### src/hdl/srlist_pkg.sv
`timescale 1ns / 1ps
// shared types and constants for the sorted rank list
// no dependencies

package srlist_pkg;

    localparam int DEPTH = 64;
    localparam int IDX_W = $clog2(DEPTH);
    localparam int CNT_W = 7;

    typedef enum logic [1:0] {
        CMD_INSERT = 2'd0,
        CMD_REMOVE = 2'd1,
        CMD_CLEAR  = 2'd2,
        CMD_READ   = 2'd3
    } cmd_t;

    typedef enum logic [1:0] {
        ST_OK      = 2'd0,
        ST_FULL    = 2'd1,
        ST_BADRANK = 2'd2
    } status_t;

    typedef struct packed {
        cmd_t              cmd;
        logic [15:0]       sort_key;
        logic [31:0]       record_tag;
        logic [CNT_W-1:0]  rank;
    } in_item_t;

    typedef struct packed {
        status_t           status;
        logic [CNT_W-1:0]  entry_count;
        logic [15:0]       key_out;
        logic [31:0]       tag_out;
    } out_item_t;

    typedef struct packed {
        logic [15:0] key;
        logic [31:0] tag;
    } entry_t;

    // command broadcast to every cell
    typedef struct packed {
        logic        ins_en;
        logic        rem_en;
        logic [15:0] key;
        logic [31:0] tag;
    } bcast_t;

endpackage

### src/hdl/srlist_cell.sv
`timescale 1ns / 1ps
// one slot of the sorted list: holds an entry, compares it with the new key
// and shifts with its neighbors; depends on srlist_pkg

module srlist_cell (
    input  logic                aclk,
    input  srlist_pkg::bcast_t  bcast,
    input  logic                occupied,
    input  logic                at_or_after,
    input  logic                left_gt,
    input  srlist_pkg::entry_t  left_entry,
    input  srlist_pkg::entry_t  right_entry,
    output logic                gt,
    output srlist_pkg::entry_t  entry
);
    import srlist_pkg::*;

    entry_t entry_reg;
    entry_t entry_next;

    // stored keys are descending, so the gt flags form a prefix of the row
    assign gt    = occupied && (entry_reg.key > bcast.key);
    assign entry = entry_reg;

    always_comb begin
        entry_next = entry_reg;
        if (bcast.ins_en && !gt) begin
            if (left_gt) begin
                entry_next.key = bcast.key;
                entry_next.tag = bcast.tag;
            end else begin
                entry_next = left_entry;
            end
        end else if (bcast.rem_en && at_or_after) begin
            entry_next = right_entry;
        end
    end

    always_ff @(posedge aclk) begin
        entry_reg <= entry_next;
    end

endmodule

### config.mk
export PLATFORM = sky130hd
export DESIGN_NAME = srlist_cell
export DESIGN_NICKNAME = d
export VERILOG_FILES = /design/src/hdl/srlist_pkg.sv /design/src/hdl/srlist_cell.sv
export SDC_FILE = /design/constraint.sdc
export NUM_CORES = 1
export LEC_CHECK = 0
export ABC_AREA = 1
export ABC_CLOCK_PERIOD_IN_PS = 5000
export BUFFER_PORTS_ARGS = -buffer_cell sky130_fd_sc_hd__buf_2
export CAP_MARGIN = 40
export CORE_MARGIN = 3
export CORE_UTILIZATION = 35
export DETAILED_ROUTE_END_ITERATION = 7
export HOLD_SLACK_MARGIN = 0.08
export PLACE_DENSITY = 0.74
export SYNTH_ARGS = -nofsm -noshare
export SYNTH_HDL_FRONTEND = slang
export SYNTH_SLANG_ARGS = --single-unit
### constraint.sdc
create_clock -name aclk -period 5 [get_ports aclk]
set_input_delay 1.5 -clock aclk [delete_from_list [all_inputs] [get_ports aclk]]
set_output_delay 1.5 -clock aclk [all_outputs]
set_load 0.01 [all_outputs]
==> Implementation_results.wiki <==
{| class="wikitable"
! Metric !! Value
|-
| Synthesis Warnings || 0
|-
| Antenna violation net count after detailed routing || 0
|-
| Number of remaining DRC errors || 0
|-
| Count of buffers from port buffering || 198
|-
| Tmin final || 4.16 ns
|-
| Data required time of the worst path || 3.50 ns
|-
| Crit path depth || 10
|-
| Setup violations, final || 0
|-
| TritonCTS clock tree || built
|-
| WL per Instance || 13.6 µm
|-
| Maximum number of pins on one net before global-route repair || 50
|-
| Yosys top cell by area || edfxtp_1
|-
| Total global routing overflow || 0
|-
| Die area || 10,100 µm²
|-
| Clock transition time at the flip-flop clock pins of the worst setup and hold paths || 0.09 ns
|-
| Cell Count Post-Placement || 641
|-
| Pre-CTS setup slack || 0.845 ns
|-
| Number of nets in the final layout || 709
|-
| Peak clock frequency supported by timing || 240 MHz
|-
| Via count of the routed design || 3,096
|-
| Leading cell type in the layout, fill and taps excluded || buf_2
|-
| Critical path buffers and inverters || 4
|-
| Status || finished, final reports clean
|-
| Number of cells traversed by the worst register-to-register path || 10
|-
| Clock net sink count || 48
|-
| Synthesis-stage register bit count || 48
|-
| Estimated wirelength of the detail-placed design || 6730 µm
|-
| Path type of the worst min-delay path || flop to flop
|-
| Routability congestion estimate from global placement || 0.866
|-
| Hold-fix buffers at CTS || 0
|-
| Syn nets || 520
|-
| Total non-filler cell area in the finished layout || 4290 µm²
|-
| Leak pwr || 2.28 nW
|-
| Initial detailed-routing violation count || 111
|-
| Post-synthesis cell count || 354
|-
| Initial Utilization || 37.0%
|-
| Synth Cell Area || 3120 µm²
|-
| Kind of start point of the critical path || input port
|-
| Number of vias per cell || 4.77
|-
| Critical path's top delay family || simple AND/OR/NAND/NOR gates
|-
| Crit-path slowest cell || ha_1
|-
| Worst setup endpoint || gt
|-
| CP Cell Sequence || buf_2 > inv_1 > ha_1 > nand2_1 > nor2_1 > nand2_1 > o21a_1 > nand2_2 > inv_1 > buf_2
|-
| I/O Pins || 199
|-
| Fin cells || 649
|-
| Measured slew at the worst slew-check pin || 0.580 ns
|-
| Slack of the worst reg-to-reg path || 2.09 ns
|-
| Total CTS buffers || 5
|-
| Area grow syn2layout || 37.6%
|-
| Hold Startpoint || entry[43]
|-
| Unrepaired setup endpoints after global routing || no
|-
| Clock latency reported for the late side of the worst-skew pair || 0.29 ns
|-
| Worst setup slack after layout || 0.841 ns
|-
| Average instance area after synthesis || 8.80 µm²
|-
| Max clock buf depth || 2
|-
| Die X-Extent || 100 µm
|-
| PD cells || 269 nW/µm²
|-
| Delay of the slowest cell on the worst path || 0.29 ns
|-
| Antenna violations before repair || 0
|-
| Headroom to the max-slew limit || 61.2%
|-
| Final Max Slew Viols || 0
|-
| Total wire length after detailed routing || 8840 µm
|-
| Commonest non-fill, non-tap cells in the layout || buf_2 (198), nand2_1 (116), nand3_1 (49)
|-
| Global-route wire length before repair || 13,500 µm
|-
| Number of global-route vias before repair || 3,034
|-
| Number of library cell types mapped by synthesis || 18
|-
| Placement Cell Area || 4180 µm²
|-
| Core area || 8420 µm²
|-
| Final Core Density || 50.9%
|-
| Critical-path maximum fanout || 2
|-
| Launching point of the worst reg2reg path || entry[47]
|-
| Worst supply voltage drop on vdd || 0.130 mV
|-
| Number of cell rows || 33
|-
| Overall fraction of global-route tracks in use || 16.6%
|-
| Layout cell share with drive strength beyond 1 || 45.2%
|-
| Flip-flop count of the largest register, all copies and words added || 48
|-
| Endpoint of the most critical register-to-register path || entry[1]
|-
| Final clock skew || 0.00834 ns
|-
| Number of H-tree branching levels || 2
|-
| Hold violation total from the final report || 0
|-
| Worst path arrival time || 2.66 ns
|-
| Share of synthesized area occupied by flip-flops and latches || 46.3%
|-
| Number of gates resized after cts || 0
|-
| DRT Pass-1 Iters || 5
|-
| TNS Setup || 0 ns
|-
| Portion of synthesized cell area occupied by the leading cell type || 46.3%
|-
| Number of inserted diodes || 0
|-
| Fraction of the cycle the final worst path needs || 83.2%
|-
| Classification of the worst setup path || input port to output port
|-
| Post-CTS Setup Bufs || 0
|-
| Vertical die dimension || 100 µm
|-
| Max-cap violation count || 0
|-
| Crit path capture type || output port
|-
| Dominant cells by area after synthesis || edfxtp_1 (46%), nand2_1 (14%), mux2_2 (12%)
|-
| Critical Path Source || bcast[47]
|-
| Root Buffer || clkbuf_8
|}
[cells in the mapped netlist]
cell	n
nand2_1	117
o21ai_0	1
buf_2	9
nand4_1	1
buf_1	1
mux2_2	33
a21oi_1	21
nand2_2	2
clkbuf_1	8
a21o_1	1
ha_1	16
nor2_1	20
o21a_1	1
edfxtp_1	48
buf_6	2
inv_1	22
nand3_1	49
buf_4	2
[metal layers]
layer	GRT usage [%]	wire [µm]	vias up
met5	0	0	-
met4	3.63	47	0
met3	3.61	845	2
met2	32.2	4670	139
met1	18.3	3270	1384
li1	-	-	1571
[worst min path at each step]
stage	endpoint	slack (ns)	depth (start not counted)
6_report	entry[42]	1.43	9
2_1_floorplan	entry[0]	1.18	10
3_5_place_dp	entry[42]	1.42	9
4_1_cts	entry[42]	1.43	9
5_1_grt	entry[11]	1.47	3
3_3_place_gp	entry[42]	1.41	9
[power breakdown]
part | internal, mW | leakage [nW] | switching [mW]
registers | 0.514 | 0.480 | 0.0179
clock network | 0.146 | 0.0532 | 0.127
logic | 0.153 | 1.75 | 0.195
[worst register-to-register path, stage by stage (launching register included)]
cell	delay (ns)
edfxtp_1	0.42
ha_1	0.32
nand2_1	0.07
nor2_1	0.15
nand2_1	0.09
o21a_1	0.20
nand2_2	0.07
buf_4	0.44
nand2_2	0.13
nand2_2	0.46
buf_12	0.26
[stage by stage]
| step | hold WS [ns] | power [mW] |
|---|---|---|
| 3_3_place_gp | 1.41 | 0.884 |
| 4_1_cts | 1.43 | 1.17 |
| 2_1_floorplan | 1.18 | 0.743 |
| 6_report | 1.43 | 1.15 |
| 5_1_grt | 1.47 | 1.23 |
| 3_5_place_dp | 1.42 | 0.895 |
[area by class of cell]
class	instances	area, µm²
Fill cell	821	4140
Multi-Input combinational cell	262	1480
Sequential cell	48	1440
Timing Repair Buffer	204	1050
Tap cell	105	131
Inverter	22	82.6
Clock buffer	5	68.8
Clock inverter	3	37.5
[kinds of logic after synthesis]
logic type               share of synthesized area (%)
multiplexers                                      11.9
AO/OA/AOI/OAI                                     4.02
adder cells (fa/ha/maj)                           6.43
AND/OR/NAND/NOR                                   25.0
flip-flops                                        46.3
buffers and inverters                             6.39
No activity file was read; power rests on OpenSTA's default activity.
